===== src/hw/rtl/z2x_pkg.sv =====
// Shared constants and types for the 2x bilinear zoom block.
`timescale 1ns / 1ps
`default_nettype none

package z2x_pkg;

    // Line buffer depth; a power of two, so the window column indexes it by truncation.
    localparam int MAX_ROW_PIXELS = 1024;
    localparam int ROW_AW         = $clog2(MAX_ROW_PIXELS);

    localparam int PIX_W   = 8;
    localparam int COORD_W = 11;
    localparam int COL_W   = 10;
    localparam int CFG_W   = 11;
    localparam int CFG_IDX_W = 3;

    // Configuration register indexes.
    typedef enum logic [CFG_IDX_W-1:0] {
        CFG_SOURCE_WIDTH  = 3'd0,
        CFG_WINDOW_TOP    = 3'd1,
        CFG_WINDOW_LEFT   = 3'd2,
        CFG_WINDOW_HEIGHT = 3'd3,
        CFG_WINDOW_WIDTH  = 3'd4
    } t_cfg_idx;

    // Window position of an incoming pixel, as found by the front end.
    typedef struct packed {
        logic               hit;
        logic [COORD_W-1:0] r;
        logic [COL_W-1:0]   c;
    } t_win;

    // One window pixel travelling to the result sequencer.
    typedef struct packed {
        logic [COORD_W-1:0] r;
        logic [COL_W-1:0]   c;
        logic [PIX_W-1:0]   p;
    } t_px;

endpackage

`default_nettype wire


===== src/hw/rtl/z2x_front.sv =====
// Source position tracking and window test for incoming pixels.
`timescale 1ns / 1ps
`default_nettype none

module z2x_front import z2x_pkg::*; (
    input  wire logic               i_clk,
    input  wire logic               i_rst_n,
    input  wire logic               i_accept,
    input  wire logic               i_image_start,
    input  wire logic [CFG_W-1:0]   i_source_width,
    input  wire logic [COL_W-1:0]   i_window_top,
    input  wire logic [COL_W-1:0]   i_window_left,
    input  wire logic [CFG_W-1:0]   i_window_height,
    input  wire logic [CFG_W-1:0]   i_window_width,
    output t_win                    o_win
);

    logic [COORD_W-1:0] r_row, n_row;
    logic [COL_W-1:0]   r_col, n_col;
    logic [COORD_W-1:0] eff_row;
    logic [COL_W-1:0]   eff_col;
    logic [COORD_W:0]   row_lim;
    logic [COORD_W:0]   col_lim;
    logic               in_rows;
    logic               in_cols;
    logic               row_end;

    always_comb begin
        eff_row = i_image_start ? '0 : r_row;
        eff_col = i_image_start ? '0 : r_col;

        row_lim = {2'b00, i_window_top} + {1'b0, i_window_height};
        col_lim = {2'b00, i_window_left} + {1'b0, i_window_width};
        in_rows = (eff_row >= {1'b0, i_window_top}) && ({1'b0, eff_row} < row_lim);
        in_cols = (eff_col >= i_window_left) && ({2'b00, eff_col} < col_lim);

        o_win.hit = in_rows && in_cols;
        o_win.r   = eff_row - {1'b0, i_window_top};
        o_win.c   = eff_col - i_window_left;

        // A width of zero behaves as one; the column never passes 1023.
        row_end = (&eff_col) || (({1'b0, eff_col} + 11'd1) >= i_source_width);
        if (row_end) begin
            n_col = '0;
            n_row = (&eff_row) ? eff_row : eff_row + 11'd1;
        end else begin
            n_col = eff_col + 10'd1;
            n_row = eff_row;
        end
    end

    always_ff @(posedge i_clk) begin
        if (!i_rst_n) begin
            r_row <= '0;
            r_col <= '0;
        end else if (i_accept) begin
            r_row <= n_row;
            r_col <= n_col;
        end
    end

endmodule

`default_nettype wire


===== config.mk =====
export PLATFORM = sky130hd
export DESIGN_NAME = z2x_front
export DESIGN_NICKNAME = d
export VERILOG_FILES = /design/src/hw/rtl/z2x_pkg.sv /design/src/hw/rtl/z2x_front.sv
export SDC_FILE = /design/constraint.sdc
export NUM_CORES = 1
export LEC_CHECK = 0
export ABC_CLOCK_PERIOD_IN_PS = 4700
export CORE_ASPECT_RATIO = 1.2
export CORE_MARGIN = 3
export CORE_UTILIZATION = 62
export CTS_BUF_LIST = sky130_fd_sc_hd__clkbuf_16
export CTS_CLUSTER_DIAMETER = 200
export DETAILED_ROUTE_END_ITERATION = 8
export DONT_BUFFER_PORTS = 1
export PLACE_DENSITY_LB_ADDON = 0.12
export RECOVER_POWER = 100
export REMOVE_ABC_BUFFERS = 1
export SLEW_MARGIN = 30
export SYNTH_ARGS = -nofsm -noshare
export SYNTH_HDL_FRONTEND = slang
export SYNTH_SLANG_ARGS = --single-unit

===== constraint.sdc =====
create_clock -name i_clk -period 4.7 [get_ports i_clk]
set_clock_uncertainty 0.2 [all_clocks]
set_input_delay 0.235 -clock i_clk [delete_from_list [all_inputs] [get_ports i_clk]]
set_output_delay 0.235 -clock i_clk [all_outputs]
set_load 0.05 [all_outputs]

# ---- After elaboration in Yosys (flattened, before gate mapping)
# Cells that the tools add are included.
# Widths: inputs -> output; s select.
dict set report totals {
  ff_bits 21
  inputBits 57
  output_inout_bits 22
  word_cells 25
}
dict set report classes {
  add_sub_neg 7
  n_lt_le_gt_ge 5
  muxes 5
  reduce_logical 6
}
# op n
set ops {}
lappend ops {{$mux 11} 3}
lappend ops {{$add 10x11->12} 2}
lappend ops {{$mux 10} 2}
lappend ops {{$lt 10x12->1} 1}
lappend ops {{$lt 11x12->1} 1}
lappend ops {{$add 10x1->11 const B} 1}
lappend ops {{$add 11x1->11 const B} 1}
lappend ops {{$ge 11x10->1} 1}
lappend ops {{$ge 11x11->1} 1}
lappend ops {{$reduce_and 11->1} 1}
lappend ops {{$sub 11x10->11} 1}
lappend ops {{$add 10x1->10 const B} 1}
lappend ops {{$ge 10x10->1} 1}
lappend ops {{$reduce_and 10->1} 1}
lappend ops {{$sub 10x10->10} 1}
lappend ops {{$logic_and 1x1->1} 3}
lappend ops {{$logic_or 1x1->1} 1}

# ---- Depth between registers and ports, before layout
# Gate-level depths: netlist of the first run.
dict set report logic_depth {
  depth_word 5
  ltp_mapped 16
  mapped_depth_nobuf 15
}

# ---- Worst setup path before layout of the first run
# Ideal clock, no wire load.
dict set report synth_path {
  path_type {input-to-output}
  startpoint {input port i_window_top[0]}
  endpoint {output port o_win[21] (netlist bit)}
  t_arrival_ns 3.839
  required_time_ns 4.265
  path_slack_ns 0.426
  cell_stages 14
  n_path_buf 0
  cell_sequence {ha_1 fa_1 a21o_1 a21oi_1 o21bai_1 a2111oi_2 nor2_1 xnor2_1 ha_1 a2111oi_0 a21oi_1 o21ai_0 a22oi_1 a211oi_1}
}
# element line_no
set synth_lines {}
lappend synth_lines {{from (decl)} z2x_front.sv:11} ;# input wire logic [COL_W-1:0] i_window_top,
lappend synth_lines {{to (decl)} z2x_front.sv:15} ;# output t_win o_win

# ---- Worst setup path after layout of the first run
dict set report layout_path {
  startpoint {register r_col[1]}
  endpoint {register r_row[8]}
}
dict set report layout_between {
  elab_chain_len 5
  word_cells_on_any_way 6
  classes_between {1 x add/sub; 1 x order compare; 2 x mux; 2 x reduce/logical}
}
# element line_no
set layout_lines {}
lappend layout_lines {{from (decl)} z2x_front.sv:19} ;# logic [COL_W-1:0] r_col, n_col;
lappend layout_lines {{from (signal assigned)} z2x_front.sv:58} ;# r_col <= n_col;
lappend layout_lines {{$mux 10 (*)} z2x_front.sv:30} ;# eff_col = i_image_start ? '0 : r_col;
lappend layout_lines {{$add 10x1->11} z2x_front.sv:42} ;# row_end = (&eff_col) || (({1'b0, eff_col} + 11'd1) >= i_source_width);
lappend layout_lines {{$ge 11x11->1} z2x_front.sv:42}
lappend layout_lines {{$logic_or 1x1->1 (*)} z2x_front.sv:42}
lappend layout_lines {{$mux 11 (*)} z2x_front.sv:43} ;# if (row_end) begin
lappend layout_lines {{to (signal assigned)} z2x_front.sv:57} ;# r_row <= n_row;
lappend layout_lines {{to (decl)} z2x_front.sv:18} ;# logic [COORD_W-1:0] r_row, n_row;
# Every way passes the cells marked *; elsewhere a longest branch is shown, timed or not.
# A chain may end at the register's enable or synchronous reset.

==> summary.txt, run 1 <==
Routing
  – Initial drt markers: 128
  – DRC: 0
  – Antenna Nets Post-Route: 0
  – Final wirelength: 8820 um
  – Drt first pass iters: 4
  – Routed wire per std cell: 15.1 um
  – Via total after detailed routing: 3478
  – Vias per cell: 5.97

Yosys
  – Synthesized area: 3780 sq um
  – EDFF count, synth: 0
  – Ranking of synthesized cells by area: ha_1, dfxtp_1, inv_1
  – Synth Area in Adders: 0.259
  – Synth async-reset ratio: 0
  – Multiplexer share of the synthesized area: 0.00529
  – Synthesized area per cell: 7.53 sq um
  – Synth top area share: 0.238
  – Main synth FF type: dfxtp_1
  – Number of library cell types mapped by synthesis: 58
  – Sequential element share of the synthesized area: 0.111
  – Synthesized flop and latch total: 21
  – Largest family of logic cells by synthesized area: adder cells
  – Post-Synth XOR/XNOR Area: 0.0880
  – Synth warn: 0
  – Cell count after synthesis: 502
  – Simple-gate area share of the yosys netlist: 0.248
  – Area leader, netlist: ha_1
  – Post-synthesis compound-gate area fraction: 0.217

Die
  – Die footprint: 7080 sq um
  – # IOs: 79
  – Core ar.: 5780 sq um
  – Die height: approximately 92 um
  – Die extent in x: 77.3 um
  – Initial Util: 0.654
  – Std cell rows: 30

Timing
  – Final slew viol count: 0
  – Fin crit share: 0.842
  – Max-slew headroom: 0.210
  – Setup TNS: 0 ps
  – RSZ-0062 raised after global routing: false
  – Final Hold Fails: 0
  – Period minus WS final: just under 4000 ps
  – Worst Tran Pin Value: 1180 ps
  – Final setup viols: 0
  – PnR worst setup slack: between 700 and 800 ps
  – F_max: about 250 MHz

Finish
  – Final instance area: 3930 sq um
  – Layout area overhead: 3.97%
  – Layout cells sized above 1: 0.0338
  – Number of inserted diodes: 0
  – Final std cells w/o fill: 583
  – Layout net count: about 640

Critical path
  – Worst Path Max Fanout: 9
  – CP arrival: roughly 3900 ps
  – Worst Setup Start Kind: flip-flop
  – Critical path endpoint category: flip-flop
  – Req. time, crit path: 4650 ps
  – Flop2flop setup slack: 740 ps
  – WS Path Type: flip-flop to flip-flop

Pwr
  – Pwr Density: 159 nW/um^2
  – Leak pwr: 1.90 nW
  – Largest voltage drop on the vdd net: 161 uV

Placed design
  – Dpl cell area: 3960 sq um
  – Pre-CTS WS: 982 ps
  – Detailed Place HPWL: slightly above 7000 um
  – Placed instance count: slightly below 600
  – I/O Buffers: 0
  – Routability cong.: 0.832

Global routing
  – Vias in the first global route: 3489
  – Gr ovfl total: 0
  – Gr usage total: 0.252
  – Largest net degree at the start of global routing: 27
  – Initial antenna violation count: 0
  – First-pass GRT wire length: 15100 um

Flow run
  – Max-cap violation count: 0

CTS
  – CTS sink count: 21
  – Root Buffer: clkbuf_16
  – H-tree Lvls: 1
  – CTS tree: built
  – Clock Tree Buf Depth: 2
  – Post-CTS Setup Bufs: 0
  – CTS Buf Count: 3
  – Reg clk slew, reported paths: roughly 60 ps
  – Worst skew pair latency: 250 ps

Worst hold path
  – Type of the worst min-delay path: primary input to flip-flop

Outcome
  – Status: complete, no violations
==> power by group <==
part	leakage, nW	switching (W)	internal (W)
logic	1.69	0.000166	0.0000940
registers	0.169	0.000000822	0.000179
clock network	0.0409	0.0000692	0.000114
==> timing repair <==
action | 4_1_cts | 5_1_grt
endpoints found under the hold margin | 21 | 0
hold buffers | 2 | 0
gates resized for setup | 0 | 0
setup endpoints to repair | 0 | 0
==> synth_stat cells, drive strengths merged (6+ instances only) <==
cell     n
nor2b   22
inv     61
xor2    17
nand2   36
xnor2   21
a21o    12
nor2    33
o22ai    7
a21oi   32
a21boi  12
dfxtp   21
nand4    7
o21ai   20
nand2b  15
ha      72
nand3   26
nor3    12
and3     6
o21a     6
==> sequential cells by signal (all words and copies together) (netlist names) <==
register and count:
r_col 10, r_row 11
==> cell type report <==
cell class / instances / area, sq um
multi-input cells: 412 / 3070
fillers: 536 / 1850
flip-flops and latches: 21 / 420
inverters: 61 / 229
well taps: 80 / 100
clock buffers: 3 / 75.1
repair buffers: 5 / 35.0
clock inverters: 1 / 5.00
==> routing by layer <==
metal | up-vias | wire [um] | global-route usage
met4 | 0 | 63 | 0.0356
met3 | 6 | 457 | 0.0506
li1 | 1772 | - | -
met1 | 1611 | 3540 | 0.285
met2 | 89 | 4760 | 0.488
met5 | - | 0 | 0
==> worst max-delay path, cell delays in order (launching register included) <==
cell and delay [ps]:
dfxtp_1 350, nor2b_1 360, ha_1 250, and4b_1 260, nand3_1 130, nor2_1 160, xnor2_1 170, ha_1 290
and4_1 200, a21oi_1 250, o221ai_4 140, a31oi_1 650, nor2_1 110, o21ba_1 190, o21a_1 160
==> cell usage in the layout, fill, tap and decap left out, types with 12 or more instances in the layout <==
master,n
xor2_1,17
nand2_1,35
dfxtp_1,21
nand2b_1,14
inv_1,60
xnor2_1,21
nand3_1,25
nor2_1,33
a21boi_0,12
nor2b_1,22
o21ai_0,20
a21oi_1,32
ha_1,72
a21o_1,12
==> metrics by stage <==
stage / hold WS, ps / util / power, W
final: 12.7 / 0.680 / 0.000624
after global routing: 33.0 / 0.680 / 0.000662
after CTS: 15.0 / 0.702 / 0.000637
after detailed placement: 160 / 0.685 / 0.000446
after global placement: 155 / 0.669 / 0.000431
after floorplan: 152 / - / 0.000400
==> path summary, 6_finish.rpt <==
check,from,to,cells after the start
setup / recovery,r_col[1]$_SDFFE_PN0P_,r_row[8]$_SDFFE_PN0P_,14
hold / removal,i_image_start,r_col[3]$_SDFFE_PN0P_,3
setup reg to reg,r_col[1]$_SDFFE_PN0P_,r_row[8]$_SDFFE_PN0P_,14
hold reg to reg,r_col[6]$_SDFFE_PN0P_,r_col[6]$_SDFFE_PN0P_,2
==> cells by family after synthesis <==
logic type                 Yosys count
xor gates and xnor gates            38
muxes                                2
AOI/OAI and AO/OA                  121
adders and majority gates           76
DFF                                 21
buffers and inverters               69
and+or+nand+nor                    175
Power figures use the tool's default switching activity.
==> inputs of run 2 (changes only) <==
--- a/config.mk
+++ b/config.mk
@@ -5,10 +5,11 @@
 export SDC_FILE = /design/constraint.sdc
 export NUM_CORES = 1
 export LEC_CHECK = 0
-export ABC_CLOCK_PERIOD_IN_PS = 4700
+export ABC_AREA = 1
+export ABC_CLOCK_PERIOD_IN_PS = 3200
 export CORE_ASPECT_RATIO = 1.2
 export CORE_MARGIN = 3
-export CORE_UTILIZATION = 62
+export CORE_UTILIZATION = 60
 export CTS_BUF_LIST = sky130_fd_sc_hd__clkbuf_16
 export CTS_CLUSTER_DIAMETER = 200
 export DETAILED_ROUTE_END_ITERATION = 8
==> constraint.sdc (replaced) <==
create_clock -name i_clk -period 3.2 [get_ports i_clk]
set_clock_uncertainty 0.2 [all_clocks]
set_input_delay 0.16 -clock i_clk [delete_from_list [all_inputs] [get_ports i_clk]]
set_output_delay 0.16 -clock i_clk [all_outputs]
set_load 0.05 [all_outputs]
==> run 2 against run 1 <==
Compared with the run above:
- power is 58% higher
- register-to-register slack worse by 470 ps
- sequential cell count stayed put
- hold slack better by 20 ps
- core utilization is 0.24 points lower
- largest cell class unchanged
==> summary.txt, run 2 <==
Outcome
  – Status: complete, no violations

Global routing
  – Layer with the highest usage: met2
  – Met1 Usage GRT: 0.300
  – Gr ovfl total: 0
  – Initial antenna violation count: 0
  – Largest net degree at the start of global routing: 22
  – Vias in the first global route: ~4200
  – GR Util met3: 0.0380
  – M2 GR Usage: 0.495
  – Gr usage total: 0.266
  – First-pass GRT wire length: 17600 um

Critical path
  – Flop2flop setup slack: 270 ps
  – R2r endpoint: r_col[0]$_SDFFE_PN0P_
  – Critical path endpoint category: output port
  – R2R depth: 16
  – WS Path Type: primary input to output port
  – Crit path launch: i_window_left[2]
  – Start of the worst register-to-register path: r_col[0]$_SDFFE_PN0P_
  – Worst Path Max Fanout: 5
  – Req. time, crit path: between 2000 and 3000 ps
  – Worst Setup Start Kind: primary input
  – CP arrival: 2590 ps

Die
  – Die footprint: ~8000 sq um
  – Die height: 97.6 um
  – Std cell rows: 32
  – Die extent in x: 82.3 um
  – Initial Util: 0.634
  – Core ar.: 6610 sq um
  – # IOs: 79

Routing
  – DRC: 0
  – Via total after detailed routing: 4389
  – Antenna Nets Post-Route: 0
  – Initial drt markers: approximately 250
  – Vias per cell: 5.56
  – Final wirelength: 10700 um
  – Drt first pass iters: 5
  – Routed wire per std cell: 13.6 um

Finish
  – Commonest non-fill, non-tap cell in the layout: nand2_1
  – Most frequent cells in the layout: nand2_1, inv_1, ha_1, a21oi_1, nor2_1
  – Layout area overhead: 6.81%
  – Layout cells sized above 1: 0.0554
  – Number of inserted diodes: 0
  – Multi-input gate area: 3270 sq um
  – FF/Latch Area: 420 sq um
  – Filler instances: 621
  – Layout net count: 838
  – Largest register FFs: 11
  – Top Registers: r_row x11, r_col x10
  – Final std cells w/o fill: around 790
  – Top reg by flops: r_row

CTS
  – Clock Tree Buf Depth: 2
  – Worst skew pair latency: 260 ps
  – Reg clk slew, reported paths: 60 ps
  – CTS Buf Count: 3
  – Root Buffer: clkbuf_16
  – H-tree Lvls: 1
  – Post-CTS Setup Bufs: 0
  – CTS sink count: 21
  – CTS tree: built

Yosys
  – Synth warn: 0
  – Most frequent cell after synthesis: nand2_1
  – Most frequent cells after synthesis: nand2_1, inv_1, ha_1
  – Sequential element share of the synthesized area: 0.100
  – Cell count after synthesis: 684
  – Synth top area share: 0.215
  – Synthesized area per cell: 6.13 sq um
  – Synth Area in Adders: 0.234
  – Ranking of synthesized cells by area: ha_1, nand2_1, inv_1
  – Multiplexer share of the synthesized area: 0
  – Number of library cell types mapped by synthesis: 35
  – Largest family of logic cells by synthesized area: simple AND/OR/NAND/NOR gates
  – Area leader, netlist: ha_1
  – Post-synthesis compound-gate area fraction: 0.116
  – Synthesized area: 4190 sq um
  – Synthesized flop and latch total: 21
  – Simple-gate area share of the yosys netlist: 0.342
  – Main synth FF type: dfxtp_1
  – Synth async-reset ratio: 0
  – EDFF count, synth: 0
  – Post-Synth XOR/XNOR Area: 0.0836

Placed design
  – Routability cong.: 0.950
  – Placed instance count: 783
  – I/O Buffers: 0
  – Detailed Place HPWL: just under 9000 um

Pwr
  – Pwr Density: 221 nW/um^2
  – Leak pwr: between 2 and 2.5 nW
  – Largest voltage drop on the vdd net: 155 uV

Timing
  – Final slew viol count: 0
  – F_max: between 300 and 400 MHz
  – Final Hold Fails: 0
  – RSZ-0062 raised after global routing: true
  – Final setup viols: 0
  – Max-slew headroom: 0.506
  – Fin crit share: 0.922
  – Worst Tran Pin Value: ~740 ps
  – Setup TNS: 0 ps
  – Period minus WS final: ~2900 ps

Flow run
  – Max-cap violation count: 0

Worst hold path
  – Hold Path Sink: r_row[2]$_SDFFE_PN0P_
  – Worst hold path depth: 5
  – Type of the worst min-delay path: primary input to flip-flop
  – Hold Startpoint: i_image_start
## run 2: cell count changes in the layout (fill, tap and decap cells not counted), sizes merged, moves of 8 or more
cell    before  now
nor2        33   59
inv         61  121
clkbuf       5   17
nand2b      15    0
a21oi       32   58
a21boi      12    4
nor2b       22    0
nand3       26   49
nand2       36  182
## run 2: routing by layer
metal | routed length, um | part of all wire | vias up
li1 | - | - | 2251
met1 | 4350 | 0.41 | 1947
met2 | 5500 | 0.51 | 165
met3 | 625 | 0.058 | 26
met4 | 255 | 0.024 | 0
met5 | 0 | 0 | -
## run 2: worst max path at each step
stage                             to  slack (ps)
2_1_floorplan              o_win[21]         220
3_3_place_gp   r_col[6]$_SDFFE_PN0P_         310
3_5_place_dp   r_col[0]$_SDFFE_PN0P_         210
4_1_cts        r_col[0]$_SDFFE_PN0P_         170
5_1_grt        r_row[0]$_SDFFE_PN0P_         -20
6_report                   o_win[21]         250
## run 2: worst max-delay path, cell delays in order
cell      delay [ps]
ha_1             350
a21oi_1          160
nand2_1          130
a21boi_0         290
o21ai_0          200
xnor2_1          160
ha_1             300
inv_1             50
nor3_1           200
nand2_1           90
nand2_1           70
nand2_1           50
a21oi_1          140
nor2_1            70
buf_4            180
## run 2: what timing repair did
item,in CTS,in global routing
resized for setup,0,5
endpoints found under the setup margin,0,21
hold endpoints to repair,10,0
hold buffers,2,0
## run 2: stage by stage
stage / hold slack (ps) / utilization / setup WS [ps] / instance area, sq um / total power [W]
2_1_floorplan: 103 / - / 223 / 4140 / 0.000633
3_3_place_gp: 108 / 0.667 / 310 / 4410 / 0.000714
3_5_place_dp: 112 / 0.667 / 206 / 4410 / 0.000724
4_1_cts: 23.2 / 0.682 / 172 / 4510 / 0.00100
5_1_grt: 48.3 / 0.678 / -15.6 / 4480 / 0.00106
6_report: 32.9 / 0.678 / 250 / 4480 / 0.000987
## run 2: power breakdown
group          switching [W]  internal (W)
registers         0.00000174      0.000264
clock network       0.000104      0.000168
logic               0.000302      0.000147
total               0.000408      0.000579
## run 2: logic make-up after synthesis
family / after synthesis
simple gates: 327
compound gates: 90
flops: 21
buf+inv: 130
xor+xnor: 40
fa+ha+maj: 76
## run 2: layout make-up
type                    count  share of cell area
clock buffers               3              0.0168
multi-input cells         533               0.729
well taps                  85              0.0238
clock inverters             1             0.00112
repair buffers             24              0.0310
flip-flops and latches     21              0.0939
inverters                 122               0.104
