### src/hw/rtl/z2x_pkg.sv
// Shared constants and types for the 2x bilinear zoom block.
`timescale 1ns / 1ps
`default_nettype none

package z2x_pkg;

    // Line buffer depth; a power of two, so the window column indexes it by truncation.
    localparam int MAX_ROW_PIXELS = 1024;
    localparam int ROW_AW         = $clog2(MAX_ROW_PIXELS);

    localparam int PIX_W   = 8;
    localparam int COORD_W = 11;
    localparam int COL_W   = 10;
    localparam int CFG_W   = 11;
    localparam int CFG_IDX_W = 3;

    // Configuration register indexes.
    typedef enum logic [CFG_IDX_W-1:0] {
        CFG_SOURCE_WIDTH  = 3'd0,
        CFG_WINDOW_TOP    = 3'd1,
        CFG_WINDOW_LEFT   = 3'd2,
        CFG_WINDOW_HEIGHT = 3'd3,
        CFG_WINDOW_WIDTH  = 3'd4
    } t_cfg_idx;

    // Window position of an incoming pixel, as found by the front end.
    typedef struct packed {
        logic               hit;
        logic [COORD_W-1:0] r;
        logic [COL_W-1:0]   c;
    } t_win;

    // One window pixel travelling to the result sequencer.
    typedef struct packed {
        logic [COORD_W-1:0] r;
        logic [COL_W-1:0]   c;
        logic [PIX_W-1:0]   p;
    } t_px;

endpackage

`default_nettype wire

### src/hw/rtl/z2x_emit.sv
// Neighbour averaging stage and result sequencer, one result beat per cycle while the receiver is ready.
`timescale 1ns / 1ps
`default_nettype none

module z2x_emit import z2x_pkg::*; (
    input  wire logic               i_clk,
    input  wire logic               i_rst_n,
    input  wire logic               i_load,
    input  t_px                     i_px,
    input  wire logic [PIX_W-1:0]   i_above,
    output logic                    o_take_ready,
    output logic                    o_out_valid,
    input  wire logic               i_out_ready,
    output logic [COORD_W-1:0]      o_out_row,
    output logic [COORD_W-1:0]      o_out_col,
    output logic [PIX_W-1:0]        o_pixel_out,
    output logic                    o_last
);

    typedef enum logic [3:0] {
        PH_ORIG  = 4'b0001,
        PH_HORIZ = 4'b0010,
        PH_VERT  = 4'b0100,
        PH_DIAG  = 4'b1000
    } t_phase;

    // Stage holding a window pixel while its line buffer read completes.
    logic               r_s1_v;
    t_px                r_s1;
    logic [PIX_W-1:0]   r_left;
    logic [PIX_W-1:0]   r_upleft;

    // Result sequencer registers.
    logic               r_em_v;
    t_phase             r_ph;
    t_phase             n_ph;
    logic               r_has_c;
    logic               r_has_r;
    logic [COORD_W-1:0] r_row2;
    logic [COORD_W-1:0] r_col2;
    logic [PIX_W-1:0]   r_pix_orig;
    logic [PIX_W-1:0]   r_pix_horiz;
    logic [PIX_W-1:0]   r_pix_vert;
    logic [PIX_W-1:0]   r_pix_diag;

    logic               em_take;
    logic               em_last;
    logic               s1_move;
    logic [PIX_W-1:0]   ph_pix;
    logic               ph_up;
    logic               ph_back;
    logic [PIX_W:0]     sum_h;
    logic [PIX_W:0]     sum_v;
    logic [PIX_W+1:0]   sum_d;

    always_comb begin
        em_last = 1'b1;
        n_ph    = r_ph;
        ph_pix  = r_pix_orig;
        ph_up   = 1'b0;
        ph_back = 1'b0;
        unique case (r_ph)
            PH_ORIG: begin
                if (r_has_c) begin
                    em_last = 1'b0;
                    n_ph    = PH_HORIZ;
                end else if (r_has_r) begin
                    em_last = 1'b0;
                    n_ph    = PH_VERT;
                end
            end
            PH_HORIZ: begin
                ph_pix  = r_pix_horiz;
                ph_back = 1'b1;
                if (r_has_r) begin
                    em_last = 1'b0;
                    n_ph    = PH_VERT;
                end
            end
            PH_VERT: begin
                ph_pix = r_pix_vert;
                ph_up  = 1'b1;
                if (r_has_c) begin
                    em_last = 1'b0;
                    n_ph    = PH_DIAG;
                end
            end
            PH_DIAG: begin
                ph_pix  = r_pix_diag;
                ph_up   = 1'b1;
                ph_back = 1'b1;
            end
            default: begin
                em_last = 1'b1;
            end
        endcase

        em_take      = r_em_v && i_out_ready;
        s1_move      = r_s1_v && (!r_em_v || (em_take && em_last));
        o_take_ready = !r_s1_v || s1_move;

        sum_h = {1'b0, r_left} + {1'b0, r_s1.p} + 9'd1;
        sum_v = {1'b0, i_above} + {1'b0, r_s1.p} + 9'd1;
        sum_d = {2'b00, r_upleft} + {2'b00, r_left} + {2'b00, i_above}
              + {2'b00, r_s1.p} + 10'd2;

        o_out_valid = r_em_v;
        o_out_row   = ph_up ? r_row2 - 11'd1 : r_row2;
        o_out_col   = ph_back ? r_col2 - 11'd1 : r_col2;
        o_pixel_out = ph_pix;
        o_last      = em_last;
    end

    always_ff @(posedge i_clk) begin
        if (!i_rst_n) begin
            r_s1_v   <= 1'b0;
            r_left   <= '0;
            r_upleft <= '0;
            r_em_v   <= 1'b0;
            r_ph     <= PH_ORIG;
        end else begin
            if (i_load) begin
                r_s1_v <= 1'b1;
            end else if (s1_move) begin
                r_s1_v <= 1'b0;
            end

            if (s1_move) begin
                r_left   <= r_s1.p;
                r_upleft <= i_above;
                r_em_v   <= 1'b1;
                r_ph     <= PH_ORIG;
            end else if (em_take) begin
                if (em_last) begin
                    r_em_v <= 1'b0;
                end else begin
                    r_ph <= n_ph;
                end
            end
        end
    end

    always_ff @(posedge i_clk) begin
        if (i_load) begin
            r_s1 <= i_px;
        end
        if (s1_move) begin
            r_has_c     <= (r_s1.c != '0);
            r_has_r     <= (r_s1.r != '0);
            r_row2      <= {r_s1.r[COORD_W-2:0], 1'b0};
            r_col2      <= {r_s1.c, 1'b0};
            r_pix_orig  <= r_s1.p;
            r_pix_horiz <= sum_h[PIX_W:1];
            r_pix_vert  <= sum_v[PIX_W:1];
            r_pix_diag  <= sum_d[PIX_W+1:2];
        end
    end

endmodule

`default_nettype wire

### config.mk
export PLATFORM = sky130hd
export DESIGN_NAME = z2x_emit
export DESIGN_NICKNAME = d
export VERILOG_FILES = /design/src/hw/rtl/z2x_pkg.sv /design/src/hw/rtl/z2x_emit.sv
export SDC_FILE = /design/constraint.sdc
export NUM_CORES = 1
export LEC_CHECK = 0
export BUFFER_PORTS_ARGS = -buffer_cell sky130_fd_sc_hd__buf_2
export CORE_MARGIN = 8
export CORE_UTILIZATION = 43
export CTS_CLUSTER_SIZE = 28
export DETAILED_ROUTE_END_ITERATION = 10
export PLACE_DENSITY = 0.66
export SETUP_SLACK_MARGIN = 0.02
export SLEW_MARGIN = 5
export SYNTH_ARGS = -nofsm -noshare
export SYNTH_HDL_FRONTEND = slang
export SYNTH_SLANG_ARGS = --single-unit
### constraint.sdc
create_clock -name i_clk -period 5.55 [get_ports i_clk]
set_clock_uncertainty 0.15 [all_clocks]
set_input_delay 0.2775 -clock i_clk [delete_from_list [all_inputs] [get_ports i_clk]]
set_output_delay 0.2775 -clock i_clk [all_outputs]
set_load 0.01 [all_outputs]
Word level (Yosys, flattened, before mapping)
Cells that the tools add are included.
Word-level totals
  register bits after elaboration: 105
  input bits: 41
  output and inout port bits: 33
  word-level logic and storage cells: 69
Cells by class
  add/sub/neg operators: 10
  equal/unequal tests: 5
  multiplexer cells: 18
  bitwise operators: 2
  reductions and logical operators: 18
Operators by type and width (count)
  8-bit by 8-bit adder with 9-bit output: 3
  8-bit case mux with 3 select lines: 1
  11-bit two-way mux: 2
  11-bit by 1-bit subtractor with 11-bit output (second input constant): 2
  9-bit by 1-bit adder with 9-bit output (second input constant): 2
  4-bit two-way mux: 3
  4-bit case mux with 3 select lines: 1
  11-bit nonzero test: 1
  10-bit by 2-bit adder with 10-bit output (second input constant): 1
  10-bit by 8-bit adder with 10-bit output: 1
  9-bit by 8-bit adder with 10-bit output: 1
  1-bit two-way mux: 10
  10-bit nonzero test: 1
  2-bit nonzero test: 3
  2-bit OR reduction: 3
  4-bit by 1-bit == test with 1-bit output (second input constant): 1
  4-bit by 2-bit == test with 1-bit output (second input constant): 1
  4-bit by 3-bit == test with 1-bit output (second input constant): 1
  4-bit == test (second input constant): 1
  4-bit AND reduction: 1
  1-bit logical AND: 3
  1-bit case mux with 3 select lines: 1
  3-bit nonzero test: 1
  1-bit logical NOT: 2
  4 further kinds: 6

Depth between registers and ports, before layout
Gate-level depths: netlist (run 1).
  depth in word-level cells: 8
  mapped depth: 9

Worst setup path before layout (run 1)
OpenSTA, ideal clock, no wires.
  path kind: reg2reg
  from: register r_s1[2] (netlist name)
  to: register r_pix_diag[7] (data pin)
  arrival: 2.665 ns
  path slack: 2.477 ns
  cell stages (with the launch flop): 10
  path buffers: 0
  cells stage by stage: edfxtp_1 inv_1 fa_1 fa_1 inv_1 ha_1 a21oi_1 a21oi_1 or2_2 a211o_1
On the way
  cells in the longest elaborated chain, start to end: 2
Ends and longest elaborated chain
  start: declaration: line z2x_emit.sv:29  | t_px r_s1;
  start signal: assignment: line z2x_emit.sv:145  | r_s1 <= i_px;
  10-bit by 8-bit adder with 10-bit output: line z2x_emit.sv:105  | + {2'b00, r_s1.p} + 10'd2;
  10-bit by 2-bit adder with 10-bit output: line z2x_emit.sv:105
  via sum_d[9]: line z2x_emit.sv:54  | logic [PIX_W+1:0] sum_d;
  end signal: assignment: line z2x_emit.sv:155  | r_pix_diag <= sum_d[PIX_W+1:2];
  end: declaration: line z2x_emit.sv:44  | logic [PIX_W-1:0] r_pix_diag;
The timed path passes the listed nets, and every way through them passes these cells.
A chain may end at the register's enable or synchronous reset.

Worst setup path in the final report (run 1)
  from: register r_s1[2] (netlist name)
  to: register r_pix_diag[6] (data pin)
The elaborated chain is that of the path after synthesis.

==> results.py, run 1 <==
metrics = {
    "outcome": {
        "status": "complete, no violations",
    },
    "timing": {
        "rsz0062_at_grt": "false",
        "slew_headroom": 0.185,
        "clock.fmax_ghz": 0.308,
        "period_share": 0.585,
        "min_period_ns": 3.25,
        "finalSetupViolCount": 0,
        "tightest_slew_ns": 1.22,
        "fin_tns_setup_ns": 0,
        "slew_violations": 0,
        "hold_viol": 0,
    },
    "clocking": {
        "postCtsSetupBuffers": 0,
        "clk_pin_slew_ns": 0.07,
        "htreeDepth": 3,
        "clkLatencyLatePin_ns": 0.34,
        "numClockSinks": 105,
        "cts_tree": "done",
        "cts_buffers": 9,
        "clockBufferDepth": 2,
        "cts_root_buf": "clkbuf_16",
    },
    "pwr": {
        "power.density_nw_per_um2": 296,
        "irDropWorstVdd_mv": 0.126,
        "p_leak_nw": 2.72,
        "finalPower_w": 0.00198,
    },
    "yosys": {
        "synthSimpleGateAreaFrac": 0.126,
        "syn_area_per_cell_um2": 11.6,
        "synth_area_um2": 5630,
        "synth_top_family_by_area": "simple AND/OR/NAND/NOR gates",
        "synthXorXnorAreaFrac": 0.0529,
        "ys.flop_type": "edfxtp_1",
        "yosysTopAreaCell": "edfxtp_1",
        "synth_edf_count": 83,
        "yosysUniqueCellTypes": 54,
        "ys_top_cells_by_count": "edfxtp_1 (83), nand2_1 (65), inv_1 (56), ha_1 (26), xnor2_1 (24)",
        "yosysTopAreaCellShare": 0.443,
        "yosys_warnings": 0,
        "yosysMostFrequentCell": "edfxtp_1",
        "synth_area_leaders": "edfxtp_1 (44%), dfxtp_1 (7.8%), fa_1 (6.0%)",
        "async_reset_ff_frac": 0,
        "yosysSeqAreaShare": 0.521,
        "synthCells": 485,
        "syn-num-nets": 569,
        "synthAdderAreaFrac": 0.118,
        "synthMuxAreaShare": 0.0302,
        "synth_compound_area_frac": 0.0973,
        "ys_ff_latch": 105,
    },
    "setup_path": {
        "reg2reg_slack_ns": 2.30,
        "start_kind": "flip-flop",
        "worstPathArrival_ns": 3.24,
        "critPathKind": "flip-flop to flip-flop",
        "cp-end-kind": "flip-flop",
        "worstPathMaxFanout": 5,
        "required_ns": 5.54,
    },
    "place": {
        "placed_cell_area_um2": 6130,
        "globalplace.congestion": 0.840,
        "port_buffers": 73,
        "dp.final_hpwl_um": 8840,
    },
    "floorplanning": {
        "row_count": 42,
        "die_w_um": 130,
        "core_area_um2": 13000,
        "fp.dieH_um": 130,
        "pin_count": 74,
        "start_util": 0.432,
        "dieArea_um2": 17000,
    },
    "route": {
        "avgRoutedWirePerCell_um": 15.2,
        "drc": 0,
        "final_antenna_net_count": 0,
        "vias": 3834,
        "drt_iter0_drc": 275,
        "drt-pass1-iter-count": 4,
        "vias_per_cell": 5.02,
        "drt-total-wl_um": 11600,
    },
    "grt": {
        "antenna_found_initial": 0,
        "overflow": 0,
        "grt_pass1_vias": 3914,
        "grt_start_max_net_pins": 37,
        "grt_pass1_wl_um": 18900,
        "track_usage": 0.143,
    },
    "final_layout": {
        "nNetsFinal": 666,
        "antenna_cells": 0,
        "fillerInstances": 1164,
        "syn2layout_area_growth_pct": 18.8,
        "design_area_um2": 6690,
        "multi_input_area_um2": 2390,
        "seq_area_um2": 2930,
        "drive_above_1_share": 0.172,
    },
    "worst_hold_path": {
        "hp-class": "primary input to flip-flop",
    },
    "flow_run": {
        "drv_cap": 0,
    },
}
-- cell families (layout without fill, tap and decap cells) --
kind of cell	after synthesis	after routing
simple gates	144	144
buf+inv	73	175
flops	105	105
compound gates	69	69
mux	17	17
fa+ha+maj	43	43
xor+xnor	34	34
-- placed cells by master (no fill, tap or decap), types with 3 or more instances in the layout --
master         synthesis  layout
mux2i_1               17      17
a31oi_1                3       3
o21ai_0                6       6
clkbuf_16              0       9
edfxtp_1              83      83
dfxtp_1               22      22
nor2_1                20      20
inv_1                 56      56
buf_2                  6      73
nand3_1               12      12
o211ai_1               4       4
a32oi_1                9       9
a22o_1                 8       8
nand3b_1               6       6
dlygate4sd3_1          0      28
nand2_1               65      65
nor3_1                 9       9
a21o_1                 6       6
xor2_1                10      10
nand4b_1               4       4
nor2b_1                3       3
and3_1                 4       4
ha_1                  26      26
or2_2                  4       4
a211o_1                3       3
a21oi_1               13      13
xnor2_1               24      24
nor4_1                 6       6
fa_1                  17      17
-- timing repair --
item                      CTS  global route
hold buffers               28             0
hold endpoints to repair   28             0
gates resized for setup     0             0
-- state kept, by name (all words and copies together) (netlist names) --
name	flops
r_s1	29
r_upleft	8
r_pix_orig	8
o_out_valid	1
r_s1_v	1
r_pix_diag	8
r_col2	10
r_pix_vert	8
r_has_r	1
r_left	8
r_pix_horiz	8
r_ph	4
r_has_c	1
r_row2	10
-- critical path, cell delays in order, from the launching register on --
cell and delay, ns:
edfxtp_1 0.46, inv_1 0.11, fa_1 0.44, fa_1 0.51, inv_1 0.04, ha_1 0.33
a21oi_1 0.23, a21oi_1 0.13, or2_2 0.34, a221oi_1 0.31
-- path summary, 6_finish.rpt --
check                           cells after the start             to      from
worst max-delay path                                9  r_pix_diag[6]   r_s1[2]
worst min-delay path                                1        r_s1[3]   i_px[3]
worst max register to register                      9  r_pix_diag[6]   r_s1[2]
worst min register to register                      0      r_col2[3]  r_s1[10]
-- routing by layer --
| metal | track usage | part of all wire | wire length [um] | vias up |
|---|---|---|---|---|
| li1 | - | - | - | 1905 |
| met1 | 0.173 | 0.43 | 5020 | 1847 |
| met2 | 0.252 | 0.51 | 5920 | 76 |
| met3 | 0.0203 | 0.049 | 573 | 6 |
| met4 | 0.0547 | 0.0094 | 109 | 0 |
| met5 | 0 | 0 | 0 | - |
-- stage by stage --
step	worst slack (ns)	hold slack, ns	util	cells
2_1_floorplan	2.48	0.226	-	485
3_3_place_gp	2.37	0.284	0.471	719
3_5_place_dp	2.32	0.287	0.471	719
4_1_cts	2.31	0.00694	0.513	763
5_1_grt	2.10	0.00575	0.513	763
6_report	2.30	0.0111	0.513	763
-- area by class of cell --
cell class,instances,area share
multi-input combinational,307,0.357
sequential,105,0.438
inverter,56,0.0314
clock buffer,9,0.0337
tap,176,0.0329
timing repair buffer,103,0.0987
clock inverter,7,0.00767
-- where the power goes --
group	total (W)	leakage [nW]	internal, W	switching [W]
sequential	0.000983	0.960	0.000943	0.0000406
clock	0.000588	0.140	0.000308	0.000280
combinational	0.000407	1.62	0.000185	0.000222
total	0.00198	2.72	0.00144	0.000543
No activity file was read; power rests on OpenSTA's default activity.
==> run 2: changes to the inputs <==
ABC_AREA = 1   (was unset)
PLACE_DENSITY = 0.69   (was 0.66)
clock period = 2.69 ns   (was 5.55 ns; I/O delays follow)
==> run 2 against run 1 <==
The flow now finishes with violations (negative setup slack). Largest cell class unchanged. Utilization increased by 4.8 points. Critical path type unchanged. Clock power increased by 140%. Area after synthesis decreased by 1.0%. Sequential cell count unchanged. Routed wire length increased by 7.3%. Power increased by 130%. First-iteration DRC count decreased by 27%. Critical endpoint is now r_pix_diag[5]. Combinational power increased to 3.0 times the previous value. Worst setup slack got worse by 2.4 ns. Sequential share of layout area decreased by 2.5 points.
==> results.py, run 2 <==
metrics = {
    "route": {
        "vias": 4129,
        "drt-total-wl_um": 12500,
        "vias_per_cell": 4.85,
        "drt_iter0_drc": 202,
        "avgRoutedWirePerCell_um": 14.6,
        "final_antenna_net_count": 0,
        "drt-pass1-iter-count": 4,
        "drc": 0,
    },
    "place": {
        "dp_slack_ns": -0.0961,
        "globalplace.congestion": 0.857,
        "port_buffers": 73,
        "placed_cell_area_um2": 6340,
        "dp.final_hpwl_um": 9220,
    },
    "yosys": {
        "synthCells": 542,
        "ys_ff_latch": 105,
        "syn-num-nets": 626,
        "async_reset_ff_frac": 0,
        "synth_edf_count": 83,
        "synth_area_um2": 5570,
        "synth_area_leaders": "edfxtp_1 (45%), dfxtp_1 (7.9%), fa_1 (6.1%)",
        "syn_area_per_cell_um2": 10.3,
        "yosysTopAreaCell": "edfxtp_1",
        "yosysTopAreaCellShare": 0.447,
        "yosysUniqueCellTypes": 36,
        "yosysSeqAreaShare": 0.526,
        "yosysMostFrequentCell": "inv_1",
        "yosys_warnings": 0,
        "ys.flop_type": "edfxtp_1",
        "ys_top_cells_by_count": "inv_1 (86), edfxtp_1 (83), nand2_1 (78), nor2_1 (50), nand3_1 (44)",
    },
    "worst_hold_path": {
        "hp-start": "i_out_ready",
        "holdPathEnd": "r_s1_v",
        "hp-class": "primary input to flip-flop",
        "min_path_cells": 4,
    },
    "pwr": {
        "finalPower_w": 0.00462,
        "irDropWorstVdd_mv": 0.403,
        "p_leak_nw": 3.10,
        "power.density_nw_per_um2": 651,
    },
    "timing": {
        "tightest_slew_ns": 0.746,
        "period_share": 1.04,
        "hold_viol": 0,
        "finalSetupViolCount": 4,
        "slew_violations": 0,
        "slew_headroom": 0.503,
        "layout_setup_ws_ns": -0.0961,
        "holdWs_ns": 0.00232,
        "min_period_ns": 2.79,
        "clock.fmax_ghz": 0.359,
        "rsz0062_at_grt": "true",
    },
    "floorplanning": {
        "core_area_um2": 12600,
        "fp.dieH_um": 130,
        "die_w_um": 130,
        "dieArea_um2": 16900,
        "start_util": 0.442,
        "row_count": 41,
        "pin_count": 74,
    },
    "final_layout": {
        "drive_above_1_share": 0.247,
        "largest_reg_flops": 29,
        "final_common_cell": "edfxtp_1",
        "syn2layout_area_growth_pct": 27.2,
        "fillerInstances": 1089,
        "nNetsFinal": 759,
        "final_cell_mix": "edfxtp_1 (83), inv_1 (75), nand2_1 (73), buf_2 (73), nor2_1 (49)",
        "largestRegisters": "r_s1: 29 flops, r_col2: 10 flops, r_row2: 10 flops",
        "design_area_um2": 7090,
        "max_flop_register": "r_s1",
        "antenna_cells": 0,
    },
    "setup_path": {
        "start_kind": "flip-flop",
        "worstPathMaxFanout": 2,
        "required_ns": 2.64,
        "cp-end-kind": "flip-flop",
        "reg2reg_to": "r_pix_diag[5]",
        "reg2reg_depth": 8,
        "r2r_start": "r_s1[4]",
        "worstPathArrival_ns": 2.74,
        "reg2reg_slack_ns": -0.1,
        "critPathKind": "flip-flop to flip-flop",
    },
    "grt": {
        "grt_pass1_vias": 4349,
        "overflow": 0,
        "grt_start_max_net_pins": 34,
        "grt_pass1_wl_um": 20200,
        "track_usage": 0.153,
        "antenna_found_initial": 0,
    },
    "clocking": {
        "cts_buffers": 9,
        "cts_root_buf": "clkbuf_16",
        "numClockSinks": 105,
        "clk_pin_slew_ns": 0.07,
        "htreeDepth": 3,
        "cts_tree": "done",
        "clkLatencyLatePin_ns": 0.34,
        "clockBufferDepth": 2,
    },
    "flow_run": {
        "drv_cap": 0,
    },
    "outcome": {
        "violations": "negative setup slack",
        "status": "complete, but fails checks",
    },
}
-- run 2: changes by cell type after synthesis, moves of 14 or more --
cell and delta:
nand3_1 +32, inv_1 +30, nor2_1 +30, a21oi_1 +20, mux2i_1 -17, xor2_1 +16
xnor2_1 -14
-- run 2: worst max-delay path by stage --
stage          startpoint            end  slack (ns)  depth (start not counted)
2_1_floorplan     r_s1[3]  r_pix_diag[4]       -0.03                         12
3_3_place_gp      r_s1[3]  r_pix_diag[4]       -0.05                         12
3_5_place_dp      r_s1[5]  r_pix_diag[6]        -0.1                         10
4_1_cts           r_s1[0]  r_pix_diag[3]       -0.04                         11
5_1_grt           r_s1[6]  r_pix_diag[5]       -0.17                         10
6_report          r_s1[4]  r_pix_diag[5]        -0.1                          8
-- run 2: layer usage --
metal	vias to the layer above	share of wire	track usage	wire (um)
li1	2076	-	-	-
met1	1941	0.40	0.170	5050
met2	95	0.53	0.291	6560
met3	17	0.051	0.0237	640
met4	0	0.018	0.0553	221
met5	-	0	0	0
-- run 2: cells by family (layout without fill, tap and decap cells) --
| family | count (synthesis) | after routing | synth area share |
|---|---|---|---|
| and+or+nand+nor | 201 | 201 | 0.163 |
| DFF | 105 | 105 | 0.526 |
| buffers and inverters | 99 | 237 | 0.0721 |
| AOI/OAI and AO/OA | 57 | 57 | 0.0606 |
| adders and majority gates | 43 | 43 | 0.119 |
| xor gates and xnor gates | 36 | 36 | 0.0566 |
| muxes | 1 | 1 | 0.00202 |
-- run 2: through the flow --
step                 util  cells  TNS (ns)
floorplan               -    542   -0.0491
global placement    0.502    800    -0.107
detailed placement  0.502    800    -0.292
CTS                 0.554    847   -0.0973
global route        0.562    852    -0.631
finish              0.562    852    -0.197
-- run 2: where the power goes --
part / switching (W) / internal, W / leakage, nW
sequential: 0.0000680 / 0.00195 / 0.963
clock: 0.000581 / 0.000816 / 0.153
combinational: 0.000642 / 0.000565 / 1.98
total: 0.00129 / 0.00333 / 3.10
-- run 2: what timing repair did --
action | 4_1_cts | 5_1_grt
endpoints found under the hold margin | 29 | 0
pin swaps | 6 | 29
buffers inserted | 2 | 5
resized for setup | 8 | 18
hold buffers | 29 | 0
endpoints found under the setup margin | 5 | 6
-- run 2: critical path, cell delays in order (launching register included) --
cell      delay [ns]
edfxtp_1        0.42
fa_1            0.49
fa_1            0.56
ha_4            0.22
a21oi_4         0.16
nor2_2          0.07
a211oi_2        0.23
nand2_2         0.08
xor2_1          0.16
-- run 2: cell type report --
cell class | instances | area, um^2 | area share
clock buffer | 9 | 225 | 0.0318
clock inverter | 7 | 93.8 | 0.0132
inverter | 87 | 330 | 0.0466
multi-input combinational | 338 | 2400 | 0.338
sequential | 105 | 2930 | 0.414
tap | 172 | 215 | 0.0304
timing repair buffer | 134 | 896 | 0.126
==> run 3: changes to the inputs <==
CELL_PAD_IN_SITES_DETAIL_PLACEMENT = 1   (was unset)
CELL_PAD_IN_SITES_GLOBAL_PLACEMENT = 1   (was unset)
CORE_UTILIZATION = 41   (was 43)
PLACE_DENSITY = 0.8   (was 0.69)
==> run 3 against run 2 <==
Worst setup slack got worse by 0.097 ns. Maximum frequency down 3.4%. Clock power down 4%. Non-clock buffer count increased by 5. Design area rose by 1.1%. Die area is 4.3% higher. The flow still finishes with violations (negative setup slack). Clock-buffer cell count increased by 1. Sequential share of layout area decreased by 0.45 points. Critical endpoint is now r_pix_diag[7]. Register-to-register slack lost 0.097 ns. First-iteration DRC count is 80% higher.
==> results.py, run 3 (same netlist as run 2, synthesis figures left out) <==
metrics = {
    "outcome": {
        "violations": "negative setup slack",
        "status": "complete, but fails checks",
    },
    "setup_path": {
        "critPathKind": "flip-flop to flip-flop",
        "worstPathMaxFanout": 4,
        "max_stage_delay_ns": 0.57,
        "start_kind": "flip-flop",
        "cp-end-kind": "flip-flop",
        "reg2reg_to": "r_pix_diag[7]",
        "r2r_start": "r_s1[6]",
        "path_buf_inv": 2,
        "crit_slowest_cell": "fa_1",
        "reg2reg_slack_ns": -0.19,
        "worstPathArrival_ns": 2.82,
        "reg2reg_depth": 11,
        "path_depth": 11,
        "cp_top_family": "adder cells",
        "required_ns": 2.63,
        "path_cells": "inv_2 -> fa_1 -> fa_1 -> inv_2 -> ha_4 -> nand2_4 -> nor2_1 -> a211oi_2 -> nand2_2 -> nand3_1 -> nand2_1",
    },
    "timing": {
        "hold_viol": 0,
        "rsz0062_at_grt": "true",
        "min_period_ns": 2.88,
        "slew_violations": 0,
        "layout_setup_ws_ns": -0.193,
        "clock.fmax_ghz": 0.347,
        "fin_tns_setup_ns": -0.730,
        "finalSetupViolCount": 5,
        "slew_headroom": 0.481,
        "tightest_slew_ns": 0.779,
        "period_share": 1.07,
        "holdWs_ns": 0.0155,
    },
    "pwr": {
        "finalPower_w": 0.00475,
        "p_leak_nw": 3.12,
        "power.density_nw_per_um2": 662,
        "irDropWorstVdd_mv": 0.301,
    },
    "route": {
        "vias": 4527,
        "final_antenna_net_count": 0,
        "drt-pass1-iter-count": 4,
        "drt-total-wl_um": 17200,
        "avgRoutedWirePerCell_um": 19.9,
        "drt_iter0_drc": 363,
        "drc": 0,
        "vias_per_cell": 5.26,
    },
    "final_layout": {
        "final_cell_mix": "edfxtp_1 (83), buf_2 (73), nand2_1 (71)",
        "design_area_um2": 7170,
        "seq_area_um2": 2930,
        "final_common_cell": "edfxtp_1",
        "syn2layout_area_growth_pct": 28.7,
        "nNetsFinal": 764,
        "drive_above_1_share": 0.272,
        "max_flop_register": "r_s1",
        "multi_input_area_um2": 2450,
        "fillerInstances": 1490,
        "largest_reg_flops": 29,
        "largestRegisters": "r_s1: 29 flops, r_col2: 10 flops, r_row2: 10 flops",
        "antenna_cells": 0,
    },
    "clocking": {
        "cts_buffers": 9,
        "cts_root_buf": "clkbuf_16",
        "clockBufferDepth": 2,
        "clkLatencyLatePin_ns": 0.35,
        "htreeDepth": 3,
        "numClockSinks": 105,
        "clk_pin_slew_ns": 0.07,
        "cts_tree": "done",
    },
    "grt": {
        "use_met3": 0.0348,
        "grt_pass1_vias": 4978,
        "antenna_found_initial": 0,
        "grt_start_max_net_pins": 34,
        "use_met2": 0.357,
        "overflow": 0,
        "grt-busiest-layer": "met2",
        "grt_pass1_wl_um": 26100,
        "track_usage": 0.187,
        "met1_usage": 0.204,
    },
    "place": {
        "globalplace.congestion": 0.831,
        "dp_slack_ns": -0.181,
        "placed_cell_area_um2": 6380,
        "dp.final_hpwl_um": 11500,
        "port_buffers": 73,
    },
    "floorplanning": {
        "dieArea_um2": 17600,
        "die_w_um": 133,
        "pin_count": 74,
        "start_util": 0.421,
        "fp.dieH_um": 133,
        "row_count": 42,
        "core_area_um2": 13200,
    },
    "worst_hold_path": {
        "hp-start": "i_out_ready",
        "hp-class": "primary input to flip-flop",
        "min_path_cells": 4,
        "holdPathEnd": "r_s1_v",
    },
    "flow_run": {
        "drv_cap": 0,
    },
}
run 3: per-layer routing:
metal	wire, um	vias to the layer above	part of all wire
met1	6710	2289	0.39
met4	388	0	0.023
met3	777	33	0.045
met5	0	-	0
met2	9280	125	0.54
li1	-	2080	-
run 3: worst reg2reg max path: cells and delay by family, from the launching register on:
| family | cells | cell delay, ns |
|---|---|---|
| buffers and inverters | 2 | 0.16 |
| AND/OR/NAND/NOR | 5 | 0.41 |
| flip-flops | 1 | 0.41 |
| AO/OA/AOI/OAI | 1 | 0.21 |
| adder cells (fa/ha/maj) | 3 | 1.29 |
run 3: through the flow:
stage	util	cells
finish	0.542	861
global route	0.542	861
CTS	0.531	857
detailed placement	0.482	809
global placement	0.482	809
floorplan	-	542
run 3: cell type report:
cell class / count / area share
flip-flops and latches: 105 / 0.409
clock buffers: 10 / 0.0319
inverters: 87 / 0.0461
well taps: 176 / 0.0307
multi-input cells: 338 / 0.342
repair buffers: 139 / 0.130
clock inverters: 6 / 0.0103
run 3: worst max-delay path by stage:
| stage | start | to | slack (ns) |
|---|---|---|---|
| finish | r_s1[6] | r_pix_diag[7] | -0.19 |
| detailed placement | r_s1[5] | r_pix_diag[6] | -0.18 |
| floorplan | r_s1[3] | r_pix_diag[4] | -0.03 |
| global route | r_left[2] | r_pix_diag[4] | -0.25 |
| CTS | r_s1[5] | r_pix_diag[6] | -0.12 |
| global placement | r_s1[3] | r_pix_diag[4] | -0.04 |
run 3: timing repair:
action | in CTS | in global routing
hold buffers | 29 | 0
endpoints found under the setup margin | 7 | 9
gates resized for setup | 13 | 29
pin swaps | 11 | 18
hold endpoints to repair | 29 | 0
buffers inserted | 3 | 4
run 3: power by group:
group	switching (W)	internal [W]	leakage, nW
clock	0.000612	0.000736	0.142
combinational	0.000786	0.000585	2.02
sequential	0.0000800	0.00195	0.963
total	0.00148	0.00327	3.12
